`src/kptd_pkg.sv`:
```
package kptd_pkg;

	localparam int PERIOD_W = 16;
	localparam int PRESS_W = 11;
	localparam int CFG_IDX_W = 3;
	localparam int CH_W = 2;
	localparam int IN_BYTES_W = 8;
	localparam int OUT_W = 8;

	localparam int NUM_CHANNELS_DEF = 3;
	localparam int LED_HALF_PERIOD_DEF = 500;

	localparam logic [CFG_IDX_W-1:0] REG_SEND_PERIOD = 3'd0;
	localparam logic [CFG_IDX_W-1:0] REG_REFRESH_PERIOD = 3'd1;
	localparam logic [CFG_IDX_W-1:0] REG_KEY1_MIN_PRESS = 3'd2;
	localparam logic [CFG_IDX_W-1:0] REG_OTHER_MIN_PRESS = 3'd3;
	localparam logic [CFG_IDX_W-1:0] REG_MAX_PRESS = 3'd4;

	localparam logic [PERIOD_W-1:0] SEND_PERIOD_RST = 16'd100;
	localparam logic [PERIOD_W-1:0] REFRESH_PERIOD_RST = 16'd50;
	localparam logic [PRESS_W-1:0] KEY1_MIN_PRESS_RST = 11'd20;
	localparam logic [PRESS_W-1:0] OTHER_MIN_PRESS_RST = 11'd10;
	localparam logic [PRESS_W-1:0] MAX_PRESS_RST = 11'd2000;

	localparam logic [PRESS_W-1:0] COUNT_TOP = 11'h7FF;

	typedef struct packed {
		logic            channel_changed;
		logic [CH_W-1:0] channel_index;
		logic            key2_click;
		logic            key1_click;
		logic            led_level;
		logic            refresh_pulse;
		logic            send_pulse;
	} result_t;

endpackage

```
`src/kptd_key.sv`:
```
module kptd_key
	import kptd_pkg::*;
(
	input  logic               clk,
	input  logic               arst_n,
	input  logic               step,
	input  logic               level,
	input  logic [PRESS_W-1:0] min_press,
	input  logic [PRESS_W-1:0] max_press,
	output logic               click
);

	logic               prev_q;
	logic               held_q;
	logic [PRESS_W-1:0] count_q;

	logic               fall;
	logic               rise;
	logic               held_d;
	logic [PRESS_W-1:0] count_base;
	logic [PRESS_W-1:0] count_d;

	always_comb begin
		fall = prev_q & ~level;
		rise = ~prev_q & level;
		held_d = rise ? 1'b0 : (fall ? 1'b1 : held_q);
		click = rise && (count_q >= min_press) && (count_q < max_press);
		count_base = rise ? '0 : count_q;
		if (held_d && (count_base != COUNT_TOP)) begin
			count_d = count_base + PRESS_W'(1);
		end else begin
			count_d = count_base;
		end
	end

	always_ff @(posedge clk or negedge arst_n) begin
		if (!arst_n) begin
			prev_q <= 1'b0;
			held_q <= 1'b0;
			count_q <= '0;
		end else if (step) begin
			prev_q <= level;
			held_q <= held_d;
			count_q <= count_d;
		end
	end

endmodule

```
`src/key_press_and_tick_divider.sv`:
```
// Tick-rate key qualifier and event divider. Each input beat is one 1 ms tick carrying the
// three active-low key levels; each tick yields exactly one output beat with the send and
// refresh pulses, the LED level, the key 1 and key 2 clicks, and the channel index with its
// change flag. The block takes one beat per clock cycle while the output is not stalled. Each
// beat is captured in the input register, then the counters, key qualifiers and channel select
// update together into the output register, which presents the result. Input ready drops only
// while the output register holds an untaken beat and the input register is full. Write
// registers via the cfg port only while no tick is in flight; the block does not enforce it.
module key_press_and_tick_divider
	import kptd_pkg::*;
#(
	parameter int NUM_CHANNELS = NUM_CHANNELS_DEF,
	parameter int LED_HALF_PERIOD = LED_HALF_PERIOD_DEF
) (
	input  logic                  clk,
	input  logic                  arst_n,
	input  logic                  s_tvalid,
	output logic                  s_tready,
	// key1_level, key2_level, key3_level, then zero fill.
	input  logic [IN_BYTES_W-1:0] s_tdata,
	output logic                  m_tvalid,
	input  logic                  m_tready,
	// send_pulse, refresh_pulse, led_level, key1_click, key2_click,
	// channel_index (2 bits), channel_changed.
	output logic [OUT_W-1:0]      m_tdata,
	input  logic                  cfg_we,
	input  logic [CFG_IDX_W-1:0]  cfg_index,
	input  logic [PERIOD_W-1:0]   cfg_data
);

	localparam int LED_W = $clog2(LED_HALF_PERIOD);

	logic [PERIOD_W-1:0] send_period_q;
	logic [PERIOD_W-1:0] refresh_period_q;
	logic [PRESS_W-1:0]  key1_min_q;
	logic [PRESS_W-1:0]  other_min_q;
	logic [PRESS_W-1:0]  max_press_q;

	logic                s1_valid;
	logic [2:0]          levels_s1;
	logic                advance;

	logic [PERIOD_W-1:0] send_count_q;
	logic [PERIOD_W-1:0] refresh_count_q;
	logic [LED_W-1:0]    led_count_q;
	logic                led_q;
	logic [CH_W-1:0]     channel_q;

	logic [PERIOD_W:0]   send_next;
	logic [PERIOD_W:0]   refresh_next;
	logic [LED_W:0]      led_next;
	logic [CH_W:0]       channel_next;
	logic                send_hit;
	logic                refresh_hit;
	logic                led_hit;
	logic                click1;
	logic                click2;
	logic                click3;
	logic                led_d;
	logic [CH_W-1:0]     channel_d;
	result_t             result_d;
	result_t             result_q;

	always_ff @(posedge clk or negedge arst_n) begin
		if (!arst_n) begin
			send_period_q <= SEND_PERIOD_RST;
			refresh_period_q <= REFRESH_PERIOD_RST;
			key1_min_q <= KEY1_MIN_PRESS_RST;
			other_min_q <= OTHER_MIN_PRESS_RST;
			max_press_q <= MAX_PRESS_RST;
		end else if (cfg_we) begin
			case (cfg_index)
				REG_SEND_PERIOD: begin
					send_period_q <= cfg_data;
				end
				REG_REFRESH_PERIOD: begin
					refresh_period_q <= cfg_data;
				end
				REG_KEY1_MIN_PRESS: begin
					key1_min_q <= cfg_data[PRESS_W-1:0];
				end
				REG_OTHER_MIN_PRESS: begin
					other_min_q <= cfg_data[PRESS_W-1:0];
				end
				REG_MAX_PRESS: begin
					max_press_q <= cfg_data[PRESS_W-1:0];
				end
				default: begin
				end
			endcase
		end
	end

	assign advance = s1_valid && (!m_tvalid || m_tready);
	assign s_tready = !s1_valid || advance;

	always_ff @(posedge clk or negedge arst_n) begin
		if (!arst_n) begin
			s1_valid <= 1'b0;
		end else if (s_tready) begin
			s1_valid <= s_tvalid;
		end
	end

	always_ff @(posedge clk) begin
		if (s_tvalid && s_tready) begin
			levels_s1 <= s_tdata[2:0];
		end
	end

	kptd_key u_key1 (
		.clk       (clk),
		.arst_n    (arst_n),
		.step      (advance),
		.level     (levels_s1[0]),
		.min_press (key1_min_q),
		.max_press (max_press_q),
		.click     (click1)
	);

	kptd_key u_key2 (
		.clk       (clk),
		.arst_n    (arst_n),
		.step      (advance),
		.level     (levels_s1[1]),
		.min_press (other_min_q),
		.max_press (max_press_q),
		.click     (click2)
	);

	kptd_key u_key3 (
		.clk       (clk),
		.arst_n    (arst_n),
		.step      (advance),
		.level     (levels_s1[2]),
		.min_press (other_min_q),
		.max_press (max_press_q),
		.click     (click3)
	);

	always_comb begin
		send_next = {1'b0, send_count_q} + (PERIOD_W+1)'(1);
		refresh_next = {1'b0, refresh_count_q} + (PERIOD_W+1)'(1);
		led_next = {1'b0, led_count_q} + (LED_W+1)'(1);
		send_hit = send_next >= {1'b0, send_period_q};
		refresh_hit = refresh_next >= {1'b0, refresh_period_q};
		led_hit = led_next >= (LED_W+1)'(LED_HALF_PERIOD);
		led_d = led_q ^ led_hit;
		channel_next = {1'b0, channel_q} + (CH_W+1)'(1);
		if (!click3) begin
			channel_d = channel_q;
		end else if (channel_next >= (CH_W+1)'(NUM_CHANNELS)) begin
			channel_d = '0;
		end else begin
			channel_d = channel_next[CH_W-1:0];
		end
		result_d.send_pulse = send_hit;
		result_d.refresh_pulse = refresh_hit;
		result_d.led_level = led_d;
		result_d.key1_click = click1;
		result_d.key2_click = click2;
		result_d.channel_index = channel_d;
		result_d.channel_changed = click3;
	end

	always_ff @(posedge clk or negedge arst_n) begin
		if (!arst_n) begin
			send_count_q <= '0;
			refresh_count_q <= '0;
			led_count_q <= '0;
			led_q <= 1'b0;
			channel_q <= '0;
		end else if (advance) begin
			send_count_q <= send_hit ? '0 : send_next[PERIOD_W-1:0];
			refresh_count_q <= refresh_hit ? '0 : refresh_next[PERIOD_W-1:0];
			led_count_q <= led_hit ? '0 : led_next[LED_W-1:0];
			led_q <= led_d;
			channel_q <= channel_d;
		end
	end

	always_ff @(posedge clk or negedge arst_n) begin
		if (!arst_n) begin
			m_tvalid <= 1'b0;
		end else if (advance) begin
			m_tvalid <= 1'b1;
		end else if (m_tready) begin
			m_tvalid <= 1'b0;
		end
	end

	always_ff @(posedge clk) begin
		if (advance) begin
			result_q <= result_d;
		end
	end

	assign m_tdata = result_q;

`ifndef ASSERT_OFF
	a_channel_range: assert property (@(posedge clk) disable iff (!arst_n)
		(CH_W+1)'(channel_q) < (CH_W+1)'(NUM_CHANNELS))
		else $error("channel select out of range");

	a_advance_fills_output: assert property (@(posedge clk) disable iff (!arst_n)
		advance |=> m_tvalid)
		else $error("output register not loaded after a tick advanced");

	a_stall_only_when_full: assert property (@(posedge clk) disable iff (!arst_n)
		!s_tready |-> (s1_valid && m_tvalid && !m_tready))
		else $error("input stalled while the pipeline could move");

	a_click3_moves_channel: assert property (@(posedge clk) disable iff (!arst_n)
		(advance && click3) |=> (channel_q != $past(channel_q)))
		else $error("key 3 click did not change the channel");
`endif

endmodule

```
`config.mk`:
```
export PLATFORM = sky130hd
export DESIGN_NAME = key_press_and_tick_divider
export DESIGN_NICKNAME = d
export VERILOG_FILES = /design/src/kptd_pkg.sv /design/src/kptd_key.sv /design/src/key_press_and_tick_divider.sv
export SDC_FILE = /design/constraint.sdc
export NUM_CORES = 1
export LEC_CHECK = 0
export BUFFER_PORTS_ARGS = -buffer_cell sky130_fd_sc_hd__buf_2
export CAP_MARGIN = 20
export CORE_UTILIZATION = 50
export DETAILED_ROUTE_END_ITERATION = 10
export MAX_ROUTING_LAYER = met4
export PLACE_DENSITY_LB_ADDON = 0.08
export SETUP_SLACK_MARGIN = 0.2
export SLEW_MARGIN = 20
export SYNTH_ARGS = -nofsm -noshare
export SYNTH_HDL_FRONTEND = slang
export SYNTH_SLANG_ARGS = --single-unit
```
`constraint.sdc`:
```
create_clock -name clk -period 4.4 [get_ports clk]
set_input_delay 0.66 -clock clk [delete_from_list [all_inputs] [get_ports clk]]
set_output_delay 0.66 -clock clk [all_outputs]
set_load 0.01 [all_outputs]
```
==> results of run 1 <==
==> cells in the mapped netlist (4+ instances only) <==
cell type	instances	area, um^2
nand4_1	34	213
nand2b_1	13	81.3
mux2i_1	13	130
nor3_1	13	65.1
o2bb2ai_1	5	43.8
o21ai_0	77	385
mux2_2	18	203
nand3_1	47	235
o211ai_1	12	90.1
ha_1	102	1280
inv_1	80	300
a21oi_1	34	170
nor3_2	4	40.0
and2_1	11	68.8
edfxtp_1	11	330
o22ai_1	7	43.8
xnor2_1	23	201
a21o_1	11	82.6
dfstp_2	16	420
a41o_1	5	50.1
and3_1	11	68.8
a211oi_1	5	37.5
and4_1	4	35.0
nor2b_1	5	31.3
nand2_1	182	683
o21ai_1	8	40.0
dfrtp_1	134	3350
or3_1	4	25.0
a31oi_1	8	50.1
xor2_1	23	201
nor2_1	46	173
clkbuf_1	21	78.8
==> kinds of logic after synthesis <==
kind of cell / after synthesis
DFF: 161
muxes: 33
adders and majority gates: 102
buffers and inverters: 111
AOI/OAI and AO/OA: 201
xor gates and xnor gates: 46
and+or+nand+nor: 399
==> flip-flops by register name, indices dropped and copies added, names as in the netlist, 8 cells and up <==
signal	flops
other_min_q	11
m_tdata	8
key1_min_q	11
u_key2.count_q	11
u_key3.count_q	11
send_period_q	16
u_key1.count_q	11
send_count_q	16
refresh_period_q	16
refresh_count_q	16
led_count_q	9
max_press_q	11
==> power by group through the flow <==
stage / Sequential (uW) / Clock, uW / Combinational, uW
6_report: 2110 / 1440 / 1540
5_1_grt: 2160 / 1540 / 1770
4_1_cts: 2110 / 1470 / 1550
3_5_place_dp: 2130 / 0 / 1530
3_3_place_gp: 2120 / 0 / 1500
2_1_floorplan: 2040 / 0 / 1200
==> stage by stage <==
stage	power [uW]	hold WS (ns)
after floorplan	3240	0.364
after global placement	3630	0.464
after detailed placement	3660	0.465
after CTS	5130	0.389
after global routing	5470	0.393
final	5090	0.318
==> final cells by class <==
type | count | area [um^2] | area share, %
Timing Repair Buffer | 45 | 254 | 2.34
Sequential cell | 161 | 4100 | 37.8
Antenna cell | 1 | 2.50 | 0.0231
Clock buffer | 24 | 482 | 4.44
Clock inverter | 8 | 81.3 | 0.749
Multi-Input combinational cell | 781 | 5300 | 48.8
Inverter | 81 | 304 | 2.80
Tap cell | 260 | 325 | 3.00
==> cells in the final DEF, fill, tap and decap left out, types with 13 or more instances in the layout <==
cell type / instances
mux2i_1: 13
dfstp_2: 16
xnor2_1: 23
dfrtp_1: 134
nor2_1: 45
mux2_2: 18
a21oi_1: 34
inv_1: 79
o21ai_0: 77
nand2_1: 181
buf_2: 35
clkbuf_16: 17
xor2_1: 23
nand4_1: 34
nand2b_1: 13
nand3_1: 47
ha_1: 102
==> routing by layer <==
layer  vias up  GRT usage (%)  wire length, um
met1      3635           31.2            10400
li1       3779              -                -
met5         -              -                0
met2       102           41.5            11200
met4         0           6.17              231
met3        14           4.78              630
==> how the worst min path moves through the flow <==
| stage | startpoint | slack [ns] | to |
|---|---|---|---|
| after detailed placement | u_key3.held_q | 0.47 | u_key3.held_q |
| after global placement | u_key3.held_q | 0.46 | u_key3.held_q |
| after floorplan | arst_n | 0.36 | channel_q[0] |
| after CTS | arst_n | 0.39 | key1_min_q[0] |
| after global routing | s_tdata[0] | 0.39 | levels_s1[0] |
| final | arst_n | 0.32 | key1_min_q[3] |
==> qor.csv, run 1 <==
metric,value,unit
syn_area_per_cell,9.33,um^2
vias_per_cell,5.53,
die_h,142,um
hpwl,15.8,mm
final_net_count,1221,
cts_tree,built,
ys_warn_count,0,
ant_nets,0,
grt_start_max_net_pins,101,
clockBufferDepth,2,
power_density,469,mW/mm^2
reg2reg_depth,11,
seq_area_frac_synth,41.8,%
critical_path.cell_chain,ha_1 > nand3_1 > or2_1 > nor2_1 > xor2_1 > ha_1 > nand4_1 > nor2_1 > o211a_1 > nor3_2 > nand2_1,
dp_cells,1328,
port_buffers,36,
worstPathArrival,3.43,ns
critPathKind,reg2reg,
wirelength,22.5,mm
reg2reg_from,refresh_count_q[0],
synthToLayoutAreaGrowth,10.4,%
syn_nets,1187,
rsz0062_at_grt,false,
maxCapViolations,0,
p_int,3290,uW
crit_path_end,m_tdata[1],
ios,42,
synth_seq_cells,161,
setup_tns,0,ns
vdd_drop_max,0.291,mV
critPathLaunchType,register,
netlist_area,0.00983,mm^2
synthMuxAreaShare,3.69,%
post_cts_buffers,0,
critPathMaxFanout,11,
grt_overflow,0,
p_sw,1800,uW
crit_slowest_cell,dfrtp_1,
synthSimpleGateAreaFrac,19.8,%
critPathMaxStageDelay,0.47,ns
row_count,50,
cts_sinks,161,
final_util,57.3,%
critPathLaunch,refresh_count_q[0],
vias,7530,
p_leak,0.00506,uW
cp_num_buf_inv,0,
dp_slack,1.06,ns
relSlewSlack,36.2,%
synth_edf_count,11,
grt_use_total,24.9,%
drive_gt1_share,12.5,%
numCtsBuffers,17,
post_cts_resized,0,
drc,0,
final_cell_area,0.0109,mm^2
antenna_found_initial,1,
synth-async-reset-ratio,93.2,%
synth_ff_type,dfrtp_1,
fin_ws,1.04,ns
end_kind,register,
fmax,298,MHz
synth-adder-area-share,13.0,%
synth_compound_area_share,13.1,%
switching_share,35.3,%
worst_slew_pin_slew,0.957,ns
finalMaxSlewViolations,0,
first_iter_violations,434,
hold_viol,0,
min_path_type,in2async,
firstDrtPassIters,5,
cp.required,4.47,ns
cp_top_family,simple AND/OR/NAND/NOR gates,
cts_max_level,4,
fin_cells,1361,
grt_pass1_vias,7184,
clock_latency,0.43,ns
seqPwrFrac,41.5,%
fin_crit_sh,76.3,%
status,"complete, no violations",
p_comb_share,30.2,%
initial_core_util,51.9,%
synthXorXnorAreaFrac,4.10,%
cts_hold_buf,0,
min_period,3.36,ns
cts_root_buffer,clkbuf_16,
path_clk_slew,0.07,ns
clock_skew,0.0110,ns
place.gp.congestion,0.876,
grt_pass1_wl,37.4,mm
path_depth,11,
synth_cells,1053,
p_clk_share,28.3,%
place_area,0.0103,mm^2
r2r-end,m_tdata[1],
dieArea,0.0202,mm^2
setup_viol_count_final,0,
yosysUniqueCellTypes,76,
synth_top_family_by_area,simple AND/OR/NAND/NOR gates,
nFillCells,1711,
ff2ff_setup_slack,1.04,ns
wire_per_inst,16.5,um
core,0.0190,mm^2
chipWidth,142,um
(Power assumes the default switching activity.)
==> run 2, diff against run 1 <==
==> constraint.sdc (replaced) <==
create_clock -name clk -period 3.3 [get_ports clk]
set_input_delay 0.495 -clock clk [delete_from_list [all_inputs] [get_ports clk]]
set_output_delay 0.495 -clock clk [all_outputs]
set_load 0.01 [all_outputs]
==> run 2 against run 1 <==
Compared with the run above: the run now ends with hold timing left; clock skew grew 0.0033 ns; cell area increased by 2.5%; die area did not move; combinational power up 41%; register-to-register slack lost 0.65 ns; final cell count increased by 1.2%; first-iteration DRC count is 7.1% higher; largest power group unchanged; global-route usage fell by 0.066 points; count of clock-buffer cells in the layout fell by 2.
==> qor.csv, run 2 (same netlist as run 1, synthesis figures left out) <==
metric,value,unit,change
synthToLayoutAreaGrowth,13.2,%,
cts_tree,built,,
ant_nets,0,,unchanged
power_density,636,mW/mm^2,+36%
critPathLaunchType,register,,
grt_pass1_vias,7294,,+1.5%
firstDrtPassIters,7,,+2
final_net_count,1238,,+1.4%
status,finished with violations,,
fmax,345,MHz,+16%
numCtsBuffers,17,,unchanged
critical_path.cell_chain,ha_1 > nand4_1 > nor2_4 > buf_12 > nand2_1 > xnor2_1 > ha_1 > a21oi_1 > nand2_1 > o2bb2ai_1 > a31oi_1 > buf_12 > nand3_2 > o211ai_1,,
dp_cells,1338,,+0.75%
setup_tns,0,ns,unchanged
end_kind,register,,
row_count,50,,unchanged
core,0.0190,mm^2,unchanged
dieArea,0.0202,mm^2,unchanged
critPathMaxStageDelay,0.40,ns,-0.07 ns
clock_latency,0.44,ns,about the same
min_path_type,in2async,,
critPathKind,reg2reg,,
grt_use_total,24.9,%,-0.066 points
final_common_cell,nand2_1,,
cts_hold_buf,0,,unchanged
relSlewSlack,59.8,%,+24 points
p_clk_share,29.7,%,+1.4 points
cts_max_level,4,,unchanged
wirelength,22.6,mm,+0.60%
fin_cells,1378,,+1.2%
power,7080,uW,+39%
vdd_drop_max,0.399,mV,+37%
path_clk_slew,0.07,ns,about the same
first_iter_violations,465,,+7.1%
rsz0062_at_grt,true,,
drive_gt1_share,14.8,%,+2.2 points
ios,42,,unchanged
grt_overflow,0,,unchanged
crit_slowest_cell,dfrtp_1,,
seqPwrFrac,39.7,%,-1.8 points
violations,hold timing,,
wire_per_inst,16.4,um,-0.64%
drc,0,,unchanged
fin_crit_sh,88.0,%,+12 points
p_comb_share,30.6,%,+0.4 points
reg2reg_depth,14,,+3
vias,7579,,+0.65%
p_leak,0.00522,uW,+3.1%
p_int,4650,uW,+41%
place.gp.congestion,0.854,,-2.4%
path_depth,14,,+3
grt_pass1_wl,37.6,mm,+0.31%
vias_per_cell,5.50,,-0.59%
cp.required,3.64,ns,-0.83 ns
cts_sinks,161,,unchanged
nFillCells,1713,,+0.12%
place_area,0.0104,mm^2,+0.97%
hpwl,16.1,mm,+2.0%
port_buffers,36,,unchanged
initial_core_util,51.9,%,unchanged
final_cell_area,0.0111,mm^2,+2.5%
grt_start_max_net_pins,72,,-29%
cp_top_family,simple AND/OR/NAND/NOR gates,,
p_sw,2430,uW,+35%
chipWidth,142,um,unchanged
antenna_found_initial,1,,unchanged
clockBufferDepth,2,,unchanged
worstPathArrival,3.24,ns,-0.19 ns
finalMaxSlewViolations,0,,unchanged
critPathMaxFanout,15,,+4
cp_num_buf_inv,2,,+2
min_period,2.90,ns,-0.454 ns
final_cell_mix,"nand2_1 (181), dfrtp_1 (131), ha_1 (101), inv_1 (79), o21ai_0 (76)",,
worst_slew_pin_slew,0.602,ns,-0.355 ns
maxCapViolations,0,,unchanged
hold_viol,1,,+1
cts_root_buffer,clkbuf_16,,
clock_skew,0.0143,ns,+0.00331 ns
switching_share,34.3,%,-1.0 points
die_h,142,um,unchanged
setup_viol_count_final,0,,unchanged
timing.hold.ws,-0.00313,ns,-0.321 ns
==> run 2: worst paths after layout <==
kind	startpoint	to	slack, ns
min in group clk	s_tdata[2]	levels_s1[2]	0.24
hold / removal	arst_n	key1_min_q[3]	-0.003
max in group asynchronous	arst_n	other_min_q[3]	2.48
setup / recovery	send_count_q[1]	send_count_q[2]	0.40
setup reg to reg	send_count_q[1]	send_count_q[2]	0.40
hold reg to reg	u_key3.held_q	u_key3.held_q	0.49
==> run 2: stage by stage <==
step | hold WS, ns | worst slack (ns) | utilization, %
after floorplan | 0.199 | 0.268 | -
after global placement | 0.468 | 0.203 | 54.8
after detailed placement | 0.479 | 0.153 | 54.8
after CTS | 0.0137 | 0.222 | 58.2
after global routing | 0.0317 | 0.176 | 58.7
final | -0.00313 | 0.397 | 58.7
==> run 2: power groups by stage <==
stage	Combinational, uW	Sequential [uW]	Clock [uW]
final	2170	2810	2100
after global routing	2480	2870	2220
after CTS	2140	2790	2140
after detailed placement	2100	2830	0
after global placement	2060	2820	0
after floorplan	1610	2720	0
==> run 2: repair_timing <==
action                     CTS  global route
resized for setup            2            14
setup endpoints to repair   13            34
buffers inserted             3             4
pin swaps                    1             4
==> run 2: area by class of cell <==
class | instances | area (um^2) | share of cell area, %
multi-input cells | 781 | 5350 | 48.1
flip-flops and latches | 161 | 4110 | 36.9
clock buffers | 22 | 444 | 3.99
repair buffers | 62 | 432 | 3.88
well taps | 260 | 325 | 2.92
inverters | 81 | 304 | 2.73
clock inverters | 10 | 161 | 1.45
diodes | 1 | 2.50 | 0.0225
==> run 2: metal layers <==
| layer | routed length [um] | up-vias | track usage (%) |
|---|---|---|---|
| met3 | 617 | 23 | 4.27 |
| met5 | 0 | - | - |
| met2 | 10800 | 100 | 40.7 |
| met4 | 299 | 0 | 6.45 |
| li1 | - | 3823 | - |
| met1 | 10800 | 3633 | 31.9 |
